==> src/rtl/lees_pkg.sv <==
// Shared types and constants for the linear extreme extract store.
// Used by lees_cell and by the top level linear_extreme_extract_store.
package lees_pkg;

    localparam int CAPACITY = 128;
    localparam int VAL_W    = 31;
    localparam int IN_W     = 32;
    localparam int OCC_W    = 8;
    localparam int STAT_W   = 2;
    localparam int IDX_W    = $clog2(CAPACITY);
    localparam int CNT_W    = $clog2(CAPACITY + 1);
    localparam int OUT_RAW  = VAL_W + STAT_W + OCC_W;
    localparam int OUT_W    = ((OUT_RAW + 7) / 8) * 8;

    localparam logic CMD_INSERT = 1'b0;
    localparam logic CMD_REMOVE = 1'b1;

    localparam logic MODE_MAX = 1'b0;
    localparam logic MODE_MIN = 1'b1;

    localparam logic [STAT_W-1:0] ST_OK       = 2'd0;
    localparam logic [STAT_W-1:0] ST_EMPTY    = 2'd1;
    localparam logic [STAT_W-1:0] ST_NEGATIVE = 2'd2;
    localparam logic [STAT_W-1:0] ST_FULL     = 2'd3;

    // Control broadcast to every cell
    typedef struct packed {
        logic              load;
        logic              shift;
        logic              mode;
        logic [VAL_W-1:0]  data;
        logic [CNT_W-1:0]  count;
        logic [IDX_W-1:0]  pos;
    } t_cell_ctl;

    // Search token moving down the chain
    typedef struct packed {
        logic              tok;
        logic              has;
        logic [VAL_W-1:0]  val;
        logic [IDX_W-1:0]  pos;
    } t_scan;

endpackage

==> src/rtl/lees_cell.sv <==
// One storage cell of the chain: holds one entry, loads on append, takes its
// right neighbor on gap closing, and updates the passing search token.
// Depends on lees_pkg.
module lees_cell
    import lees_pkg::*;
(
    input  logic             i_clk,
    input  logic             i_rst_n,
    input  logic [IDX_W-1:0] i_index,
    input  t_cell_ctl        i_ctl,
    input  logic [VAL_W-1:0] i_right,
    input  t_scan            i_scan,
    output t_scan            o_scan,
    output logic [VAL_W-1:0] o_value
);

    logic [VAL_W-1:0] r_value;
    logic [VAL_W-1:0] n_value;
    t_scan            r_scan;
    t_scan            n_scan;
    logic             w_valid;
    logic             w_better;

    assign w_valid  = CNT_W'(i_index) < i_ctl.count;
    assign w_better = (i_ctl.mode == MODE_MIN) ? (r_value < i_scan.val)
                                               : (r_value > i_scan.val);

    always_comb begin
        n_value = r_value;
        if (i_ctl.load && (CNT_W'(i_index) == i_ctl.count)) begin
            n_value = i_ctl.data;
        end else if (i_ctl.shift && (i_index >= i_ctl.pos)) begin
            n_value = i_right;
        end
    end

    always_comb begin
        n_scan = i_scan;
        if (i_scan.tok && w_valid && (!i_scan.has || w_better)) begin
            n_scan.has = 1'b1;
            n_scan.val = r_value;
            n_scan.pos = i_index;
        end
    end

    always_ff @(posedge i_clk) begin
        r_value    <= n_value;
        r_scan.has <= n_scan.has;
        r_scan.val <= n_scan.val;
        r_scan.pos <= n_scan.pos;
        if (!i_rst_n) begin
            r_scan.tok <= 1'b0;
        end else begin
            r_scan.tok <= n_scan.tok;
        end
    end

    assign o_scan  = r_scan;
    assign o_value = r_value;

endmodule

==> config.mk <==
export PLATFORM = sky130hd
export DESIGN_NAME = lees_cell
export DESIGN_NICKNAME = d
export VERILOG_FILES = /design/src/rtl/lees_pkg.sv /design/src/rtl/lees_cell.sv
export SDC_FILE = /design/constraint.sdc
export NUM_CORES = 1
export LEC_CHECK = 0
export ABC_AREA = 1
export CORE_UTILIZATION = 35
export DETAILED_ROUTE_END_ITERATION = 16
export DONT_BUFFER_PORTS = 1
export SETUP_SLACK_MARGIN = 0.5
export SYNTH_ARGS = -nofsm -noshare
export SYNTH_HDL_FRONTEND = slang
export SYNTH_SLANG_ARGS = --single-unit
export TNS_END_PERCENT = 1
==> constraint.sdc <==
create_clock -name i_clk -period 6.1 [get_ports i_clk]
set_clock_uncertainty 0.2 [all_clocks]
set_input_delay 0 -clock i_clk [delete_from_list [all_inputs] [get_ports i_clk]]
set_output_delay 0 -clock i_clk [all_outputs]
set_load 0.02 [all_outputs]
==> results of run 1 <==
[sequential cells by signal, indices dropped and copies added (netlist names)]
register  count
o_value      31
o_scan       40
[Yosys cell counts (all sizes together)]
| master | n |
|---|---|
| nand3 | 43 |
| clkbuf | 3 |
| nand4 | 6 |
| nor3 | 3 |
| mux2 | 31 |
| o21ai | 3 |
| a21oi | 17 |
| a21o | 2 |
| buf | 12 |
| nor2 | 13 |
| nand2 | 134 |
| inv | 64 |
| edfxtp | 31 |
| ha | 45 |
| o211ai | 2 |
| or2 | 1 |
| clkinv | 1 |
| dfxtp | 40 |
[layer usage]
metal | global-route usage [%] | up-vias | wire, um
met1 | 20.2 | 1534 | 4140
met3 | 7.66 | 12 | 1040
met2 | 37.7 | 158 | 6050
met4 | 7.14 | 0 | 163
li1 | - | 1693 | -
met5 | 0 | - | 0
[worst paths after layout]
| path | from | slack [ns] | cells past startpoint | endpoint |
|---|---|---|---|---|
| worst max register to register | o_value[22] | 1.72 | 12 | o_scan[3] |
| worst min-delay path | i_ctl[47] | 0.04 | 2 | o_value[29] |
| worst max-delay path | o_value[22] | 1.72 | 12 | o_scan[3] |
| worst min register to register | o_value[11] | 0.50 | 2 | o_scan[18] |
[critical path: stages (launching register included)]
cell and delay (ns):
edfxtp_1 0.51, ha_1 0.35, nand2_1 0.07, nor2_1 0.26
nand4_1 0.15, nor2_1 0.17, a21oi_1 0.08, nand2_1 0.08
nand3_2 0.69, nand2_2 0.95, nand2_1 0.12, nand2_1 0.10
dlygate4sd3_1 0.54
[where the power goes]
part | total, mW | internal [mW] | switching (mW) | leakage, nW
clock | 0.596 | 0.383 | 0.212 | 0.156
sequential | 0.671 | 0.560 | 0.110 | 0.626
combinational | 0.250 | 0.122 | 0.128 | 1.85
total | 1.52 | 1.07 | 0.450 | 2.63
[logic make-up (layout without fill, tap and decap cells)]
logic type / after synthesis / in the layout / share of synthesized area, %
adder cells (fa/ha/maj): 45 / 45 / 14.2
buffers and inverters: 80 / 194 / 8.64
AND/OR/NAND/NOR: 200 / 200 / 21.2
multiplexers: 31 / 31 / 8.83
flip-flops: 71 / 71 / 43.8
AO/OA/AOI/OAI: 24 / 24 / 3.29
[layout make-up]
class / count / area [um^2] / area share [%]
Clock buffer: 10 / 250 / 4.54
Clock inverter: 6 / 91.3 / 1.66
Inverter: 65 / 244 / 4.43
Multi-Input combinational cell: 300 / 1890 / 34.4
Sequential cell: 71 / 1730 / 31.4
Tap cell: 140 / 175 / 3.18
Timing Repair Buffer: 113 / 1120 / 20.4
[per-stage QoR]
step	instance area, um^2	total power [mW]	utilization, %	worst slack [ns]
2_1_floorplan	3950	0.817	-	3.89
3_3_place_gp	4070	0.862	37.2	2.32
3_5_place_dp	4070	0.868	37.2	2.26
4_1_cts	5510	1.52	50.4	1.71
5_1_grt	5510	1.59	50.4	1.27
6_report	5510	1.52	50.4	1.72
==> results.py, run 1 <==
metrics = {
    "run_status": {
        "status": "finished clean",
    },
    "cts": {
        "holdBufCountCts": 110,
        "clk_latency_ns": 0.34,
        "cts_setup_buffers": 0,
        "cts_inserted_buffers": 9,
        "cts.root.buffer_cell": "clkbuf_16",
        "ctsResizeCount": 0,
        "clk_pin_slew_ns": 0.06,
        "cts_sinks": 71,
        "cts.path.max_buffers": 2,
        "cts-htree-levels": 3,
        "cts_tree": "yes",
    },
    "placed_design": {
        "io_buffers": 0,
        "dp_cells": 579,
        "gp_congestion": 0.791,
        "hpwl_um": 7220,
    },
    "synthesis": {
        "ys.warnings.count": 0,
        "netlist_instances": 451,
        "ys_ff_latch": 71,
        "synthDistinctLibCells": 24,
        "synth_top_cell_area_share_pct": 23.5,
        "synth_area_um2": 3950,
        "ys_seq_area_share_pct": 43.8,
        "synthTopCellsByArea": "edfxtp_1 (24%), dfxtp_1 (20%), ha_1 (14%)",
        "syn_avg_cell_area_um2": 8.77,
        "syn_nets": 625,
        "yosys.area.top_type": "edfxtp_1",
    },
    "floorplan": {
        "die_h_um": 108,
        "core_um2": 10900,
        "die_w_um": 108,
        "io_pins": 200,
        "rows": 38,
        "initial_core_util_pct": 36.2,
        "die_area_um2": 11700,
    },
    "sta": {
        "hold_viol": 0,
        "max_freq_mhz": 228,
        "finalCritPeriodShare_pct": 71.8,
        "final-setup-viol-count": 0,
        "hold_slack_ns": 0.0440,
        "relSlewSlack_pct": 39.0,
        "maxSlewViolCount": 0,
        "period_needed_ns": 4.38,
        "worstMarginPinSlew_ns": 0.915,
        "setup_tns_ns": 0,
        "rsz0062_at_grt": "false",
    },
    "global_routing": {
        "gr-total-overflow": 0,
        "grt_pass1_vias": 3561,
        "grt.total_usage_pct": 20.2,
        "antenna_found_initial": 0,
        "grt_max_degree": 40,
        "grt_first_pass_wirelength_um": 17700,
    },
    "critical_path": {
        "cp_data_required_time_ns": 6.18,
        "crit_arrival_ns": 4.46,
        "endpoint_kind": "flip-flop",
        "path_max_fanout": 39,
        "critPathKind": "flip-flop to flip-flop",
        "critPathLaunchType": "flip-flop",
    },
    "power_and_ir_drop": {
        "vdd_drop_max_uv": 213,
        "p_leak_nw": 2.63,
        "power_density_nw_per_um2": 275,
    },
    "cells_and_area": {
        "drive_gt1_share_pct": 10.4,
        "final_common_cell": "nand2_1",
        "final_cells": 705,
        "layout_common_cells": "nand2_1 (133), dlygate4sd3_1 (110), inv_1 (61), ha_1 (45), nand3_1 (42)",
        "final_net_count": 734,
        "area_delta_synth_final_pct": 39.4,
        "n_fill_cell": 1028,
        "num_antenna_cells": 0,
    },
    "detailed_routing": {
        "drt_wl_total_um": 11400,
        "drtIter0Drc": 230,
        "dr.pass1.iters": 4,
        "post_drt_via_cell_ratio": 4.82,
        "wl_per_cell_um": 16.2,
        "num_vias": 3397,
        "drc": 0,
        "drt.antenna.violating_nets": 0,
    },
    "hold_path": {
        "hold_path_class": "input pin to flip-flop",
    },
    "run": {
        "cap_violations": 0,
    },
}
Power figures use the tool's default switching activity.
==> inputs of run 2 (changes only) <==
- clock period: 6.1 -> 4.09 ns (I/O delays scaled with it)
==> run 2 against run 1 <==
Compared with the run above: first-iteration DRC count is 23% lower; via count is 1.9% higher; sequential power is 49% higher; register-to-register slack worse by 0.83 ns; worst hold slack worse by 0.012 ns; maximum frequency is 37% higher; final area is 0.16% lower; die area stayed put; critical path type unchanged; sequential share of layout area hardly changed; total power is 44% higher; non-clock buffer count is 2 higher.
==> results.py, run 2 (synthesized netlist as in run 1, its figures left out) <==
metrics = {
    "cells_and_area": {
        "final_net_count": 736,
        "n_fill_cell": 1019,
        "fin_area_um2": 5500,
        "layout.area.seq_um2": 1730,
        "num_antenna_cells": 0,
        "area_delta_synth_final_pct": 39.1,
        "multi_input_area_um2": 1900,
        "fin_util_pct": 50.3,
        "final_cells": 707,
        "largest_reg_flops": 40,
        "layout_common_cells": "nand2_1 (133), dlygate4sd3_1 (111), inv_1 (61), ha_1 (45), nand3_1 (42)",
        "drive_gt1_share_pct": 10.4,
        "final_common_cell": "nand2_1",
    },
    "detailed_routing": {
        "drtIter0Drc": 176,
        "post_drt_via_cell_ratio": 4.90,
        "num_vias": 3462,
        "drt.antenna.violating_nets": 0,
        "drt_wl_total_um": 11500,
        "drc": 0,
        "dr.pass1.iters": 4,
        "wl_per_cell_um": 16.2,
    },
    "critical_path": {
        "ff2ff_setup_slack_ns": 0.89,
        "cp_data_required_time_ns": 4.17,
        "critPathKind": "flip-flop to flip-flop",
        "endpoint_kind": "flip-flop",
        "critPathLaunchType": "flip-flop",
        "path_max_fanout": 38,
        "crit_arrival_ns": 3.28,
    },
    "sta": {
        "relSlewSlack_pct": 57.3,
        "finalCritPeriodShare_pct": 78.3,
        "max_freq_mhz": 312,
        "worstMarginPinSlew_ns": 0.639,
        "rsz0062_at_grt": "false",
        "setup_tns_ns": 0,
        "final-setup-viol-count": 0,
        "hold_viol": 0,
        "fin_ws_ns": 0.888,
        "hold_slack_ns": 0.0322,
        "maxSlewViolCount": 0,
        "period_needed_ns": 3.20,
    },
    "cts": {
        "clk_latency_ns": 0.34,
        "cts_sinks": 71,
        "cts.path.max_buffers": 2,
        "cts_setup_buffers": 0,
        "clk_pin_slew_ns": 0.06,
        "cts_tree": "yes",
        "cts.root.buffer_cell": "clkbuf_16",
        "cts_inserted_buffers": 9,
        "cts-htree-levels": 3,
    },
    "hold_path": {
        "hold_path_class": "input pin to flip-flop",
    },
    "global_routing": {
        "grt_first_pass_wirelength_um": 17500,
        "antenna_found_initial": 0,
        "met1_usage_pct": 19.6,
        "grt_max_degree": 39,
        "gr-total-overflow": 0,
        "grt_pass1_vias": 3616,
        "busiest_layer": "met2",
        "grtUsageMet3_pct": 6.63,
        "grtUsageMet2_pct": 38.4,
        "grt.total_usage_pct": 20.2,
    },
    "floorplan": {
        "io_pins": 200,
        "die_w_um": 108,
        "initial_core_util_pct": 36.2,
        "die_area_um2": 11700,
        "die_h_um": 108,
        "rows": 38,
        "core_um2": 10900,
    },
    "run_status": {
        "status": "finished clean",
    },
    "power_and_ir_drop": {
        "power_density_nw_per_um2": 397,
        "total_power_mw": 2.18,
        "p_leak_nw": 2.64,
        "vdd_drop_max_uv": 292,
    },
    "placed_design": {
        "gp_congestion": 0.785,
        "io_buffers": 0,
        "dp_cells": 580,
        "place_ws_ns": 1.19,
        "hpwl_um": 7250,
        "dpl_cell_area_um2": 4080,
    },
    "run": {
        "cap_violations": 0,
    },
}
-- run 2: what timing repair did --
item	in CTS	in global routing
endpoints found under the setup margin	0	8
resized for setup	0	1
hold buffers	111	0
hold endpoints to repair	71	0
-- run 2: final cells by class --
type | instances | area share (%)
Sequential cell | 71 | 31.5
Timing Repair Buffer | 115 | 20.7
Multi-Input combinational cell | 300 | 34.5
Clock buffer | 13 | 4.91
Tap cell | 140 | 3.18
Inverter | 65 | 4.43
Clock inverter | 3 | 0.728
-- run 2: critical path, cell delays in order, from the launching register on --
cell and delay [ns]:
edfxtp_1 0.54, ha_1 0.38, a21o_1 0.19, nor2_1 0.13, nand2_1 0.08, a21oi_1 0.19, nand3_1 0.13, nand3_2 0.12
buf_4 0.40, nand3_1 0.13, nand2_1 0.10, dlygate4sd3_1 0.55
-- run 2: power by group --
part,switching (mW),internal [mW]
clock network,0.286,0.520
logic,0.194,0.184
registers,0.163,0.836
-- run 2: per-layer routing --
metal  vias to the layer above  share of wire (%)
met3                        14                8.5
met4                         0                1.3
met1                      1581                 37
li1                       1701                  -
met5                         -                  0
met2                       166                 54
-- run 2: final timing paths --
| kind | from | to | depth (start not counted) |
|---|---|---|---|
| worst min register to register | o_value[11] | o_scan[18] | 2 |
| worst min-delay path | i_scan[38] | o_scan[8] | 4 |
| worst max-delay path | o_value[30] | o_scan[1] | 11 |
| worst max register to register | o_value[30] | o_scan[1] | 11 |
==> inputs of run 3 (changes only) <==
- ABC_AREA: 1 -> 0
- clock period: 4.09 -> 2.9 ns (I/O delays scaled with it)
==> run 3 against run 2 <==
Compared with the run above: the flow now stops in clock tree synthesis (4_1_cts); synthesized cell count fell by 31%; synthesized area shrank 3.7%.
==> results.py, run 3 <==
metrics = {
    "placed_design": {
        "place_ws_ns": -0.0870,
        "dpl_cell_area_um2": 4250,
        "hpwl_um": 7080,
        "gp_congestion": 0.748,
        "io_buffers": 0,
        "dp_cells": 481,
    },
    "synthesis": {
        "ys.flop_type": "dfxtp_1",
        "synth-async-reset-ratio_pct": 0,
        "yosys-top-cells-count": "mux2_2 (49), ha_1 (45), inv_1 (45), dfxtp_1 (40), edfxtp_1 (31)",
        "synth_edf_count": 31,
        "yosys.area.top_type": "edfxtp_1",
        "synth_area_um2": 3810,
        "syn_nets": 487,
        "netlist_instances": 313,
        "synthDistinctLibCells": 34,
        "ys.warnings.count": 0,
        "ys_seq_area_share_pct": 45.5,
        "yosysMostFrequentCell": "mux2_2",
        "ys_ff_latch": 71,
        "syn_avg_cell_area_um2": 12.2,
        "synthTopCellsByArea": "edfxtp_1 (24%), dfxtp_1 (21%), ha_1 (15%)",
        "synth_top_cell_area_share_pct": 24.4,
    },
    "cts": {
        "cts.root.buffer_cell": "clkbuf_8",
        "cts_sinks": 71,
        "holdBufCountCts": 102,
        "ctsResizeCount": 8,
        "cts.path.max_buffers": 2,
        "cts_inserted_buffers": 9,
        "cts-htree-levels": 3,
        "cts_setup_buffers": 1,
    },
    "floorplan": {
        "initial_core_util_pct": 36.6,
        "io_pins": 200,
        "die_w_um": 106,
        "die_h_um": 106,
        "rows": 37,
    },
    "run_status": {
        "error": "[ERROR RSZ-0060] Max buffer count reached.",
        "status": "aborted with a tool error",
        "haltStage": "clock tree synthesis (4_1_cts)",
    },
}
[run 3: cell count changes after synthesis, moves of 3 or more]
cell,delta
buf_2,-5
nor2_1,-4
buf_1,+3
nand2_1,-124
inv_2,-3
buf_4,-3
clkbuf_1,-3
nand3_1,-39
a211oi_1,+4
a21oi_1,-3
mux2_4,+20
mux2_2,+18
inv_1,-16
[run 3: metrics by stage]
step	setup TNS (ns)	hold slack, ns	utilization, %
after detailed placement	-1.91	-0.0626	40.8
after global placement	-3.02	-0.0689	40.8
after floorplan	-1.11	-0.0985	-
[run 3: cells by family after synthesis]
kind of cell | after synthesis | share of synthesized area, %
buffers and inverters | 52 | 5.75
adder cells (fa/ha/maj) | 45 | 14.8
multiplexers | 69 | 22.4
flip-flops | 71 | 45.5
AND/OR/NAND/NOR | 40 | 5.65
AO/OA/AOI/OAI | 36 | 5.98
==> inputs of run 4 (changes only) <==
- CORE_UTILIZATION: 35 -> 20
- PLACE_DENSITY_LB_ADDON: default -> 0.15
- SETUP_SLACK_MARGIN: 0.5 -> default
- clock period: 2.9 -> 3.77 ns (I/O delays scaled with it)
==> run 4 against run 3 <==
Compared with the run above: the flow now finishes without violations; synthesized cell count is the same; synthesized area stayed put.
==> results.py, run 4 <==
metrics = {
    "detailed_routing": {
        "post_drt_via_cell_ratio": 4.10,
        "num_vias": 2756,
        "drtIter0Drc": 72,
        "wl_per_cell_um": 16.1,
        "drt.antenna.violating_nets": 0,
        "dr.pass1.iters": 4,
        "drc": 0,
        "drt_wl_total_um": 10800,
    },
    "cts": {
        "cts_sinks": 71,
        "cts-htree-levels": 3,
        "clk_pin_slew_ns": 0.06,
        "cts_setup_buffers": 0,
        "cts_tree": "yes",
        "clk_latency_ns": 0.34,
        "cts.root.buffer_cell": "clkbuf_16",
        "cts_inserted_buffers": 9,
        "cts.path.max_buffers": 2,
    },
    "floorplan": {
        "io_pins": 200,
        "die_w_um": 140,
        "die_h_um": 140,
        "rows": 50,
        "core_um2": 18700,
        "die_area_um2": 19600,
        "initial_core_util_pct": 20.4,
    },
    "sta": {
        "period_needed_ns": 3.26,
        "finalCritPeriodShare_pct": 86.5,
        "setup_tns_ns": 0,
        "final-setup-viol-count": 0,
        "fin_ws_ns": 0.510,
        "rsz0062_at_grt": "false",
        "relSlewSlack_pct": 42.3,
        "maxSlewViolCount": 0,
        "max_freq_mhz": 307,
        "worstMarginPinSlew_ns": 0.862,
        "hold_viol": 0,
    },
    "cells_and_area": {
        "final_net_count": 607,
        "drive_gt1_share_pct": 21.0,
        "area_delta_synth_final_pct": 44.4,
        "final_common_cell": "dlygate4sd3_1",
        "num_antenna_cells": 0,
        "final_cells": 672,
        "layout_common_cells": "dlygate4sd3_1 (112), mux2_2 (49), inv_1 (45), ha_1 (45), dfxtp_1 (40)",
        "largest_reg_flops": 40,
        "fin_area_um2": 5500,
    },
    "global_routing": {
        "grt_max_degree": 33,
        "gr-total-overflow": 0,
        "antenna_found_initial": 0,
        "grt.total_usage_pct": 11.4,
        "grt_first_pass_wirelength_um": 16600,
        "grt_pass1_vias": 3066,
    },
    "synthesis": {
        "ys.warnings.count": 0,
        "yosys.area.top_type": "edfxtp_1",
        "syn_nets": 487,
        "syn_avg_cell_area_um2": 12.2,
        "synthDistinctLibCells": 34,
        "synth_edf_count": 31,
        "synth_area_um2": 3810,
        "synthTopCellsByArea": "edfxtp_1 (24%), dfxtp_1 (21%), ha_1 (15%)",
        "synth_top_cell_area_share_pct": 24.4,
        "netlist_instances": 313,
        "yosysMostFrequentCell": "mux2_2",
        "ys_ff_latch": 71,
        "ys.flop_type": "dfxtp_1",
        "yosys-top-cells-count": "mux2_2 (49), ha_1 (45), inv_1 (45), dfxtp_1 (40), edfxtp_1 (31)",
        "ys_seq_area_share_pct": 45.5,
        "synth-async-reset-ratio_pct": 0,
    },
    "critical_path": {
        "cp_data_required_time_ns": 3.80,
        "path_max_fanout": 22,
        "endpoint_kind": "flip-flop",
        "critPathKind": "flip-flop to flip-flop",
        "critPathLaunchType": "flip-flop",
        "crit_arrival_ns": 3.29,
    },
    "placed_design": {
        "hpwl_um": 7840,
        "place_ws_ns": 0.425,
        "dp_cells": 544,
        "gp_congestion": 0.670,
        "io_buffers": 0,
        "dpl_cell_area_um2": 4080,
    },
    "power_and_ir_drop": {
        "vdd_drop_max_uv": 200,
        "p_leak_nw": 2.37,
        "power_density_nw_per_um2": 419,
    },
    "run": {
        "cap_violations": 0,
    },
    "run_status": {
        "status": "finished clean",
    },
    "hold_path": {
        "hold_path_class": "input pin to flip-flop",
    },
}
-- run 4: layout make-up --
type / count / area (um^2)
flip-flops and latches: 71 / 1730
multi-input cells: 190 / 1860
inverters: 45 / 169
clock buffers: 14 / 284
repair buffers: 116 / 1150
fillers: 1937 / 13200
well taps: 234 / 293
clock inverters: 2 / 12.5
-- run 4: repair_timing --
action	in CTS	in global routing
endpoints found under the hold margin	72	0
resized for setup	0	0
hold buffers	112	0
setup endpoints to repair	0	0
-- run 4: routing by layer --
layer  share of wire [%]  routed length, um  track usage [%]  vias to the layer above
met2                  49               5290             19.7                      117
met1                  42               4600             12.8                     1262
met4                 2.0                216             5.44                        0
met5                   0                  0                0                        -
li1                    -                  -                -                     1363
met3                 6.7                722             3.69                       14
-- run 4: path summary, 6_finish.rpt --
kind,slack [ns],endpoint,startpoint,cells after the start
setup / recovery,0.51,o_scan[24],o_value[8],9
hold / removal,0.007,o_value[10],i_ctl[47],3
setup reg to reg,0.51,o_scan[24],o_value[8],9
hold reg to reg,0.51,o_scan[31],o_value[24],1
-- run 4: cell families after synthesis --
kind of cell / after synthesis / synth area share, %
buffers and inverters: 52 / 5.75
and+or+nand+nor: 40 / 5.65
adders and majority gates: 45 / 14.8
muxes: 69 / 22.4
AOI/OAI and AO/OA: 36 / 5.98
DFF: 71 / 45.5
-- run 4: where the power goes --
part	switching [mW]	internal, mW
sequential	0.168	0.901
clock	0.341	0.517
combinational	0.151	0.227
-- run 4: metrics by stage --
step	total power [mW]	utilization, %	hold slack [ns]
CTS	2.35	29.4	0.00526
global route	2.43	29.4	0.0657
floorplan	1.29	-	-0.0985
finish	2.30	29.4	0.00700
detailed placement	1.38	21.8	-0.0810
global placement	1.38	21.8	-0.0858
-- run 4: worst max-delay path, cell delays in order (launching register included) --
cell and delay [ns]:
edfxtp_1 0.51, ha_1 0.34, a21oi_1 0.21, o21ai_1 0.13, a221oi_2 0.36, a21oi_1 0.13, or3b_1 0.38, a31o_2 0.26
buf_4 0.26, mux2_4 0.34
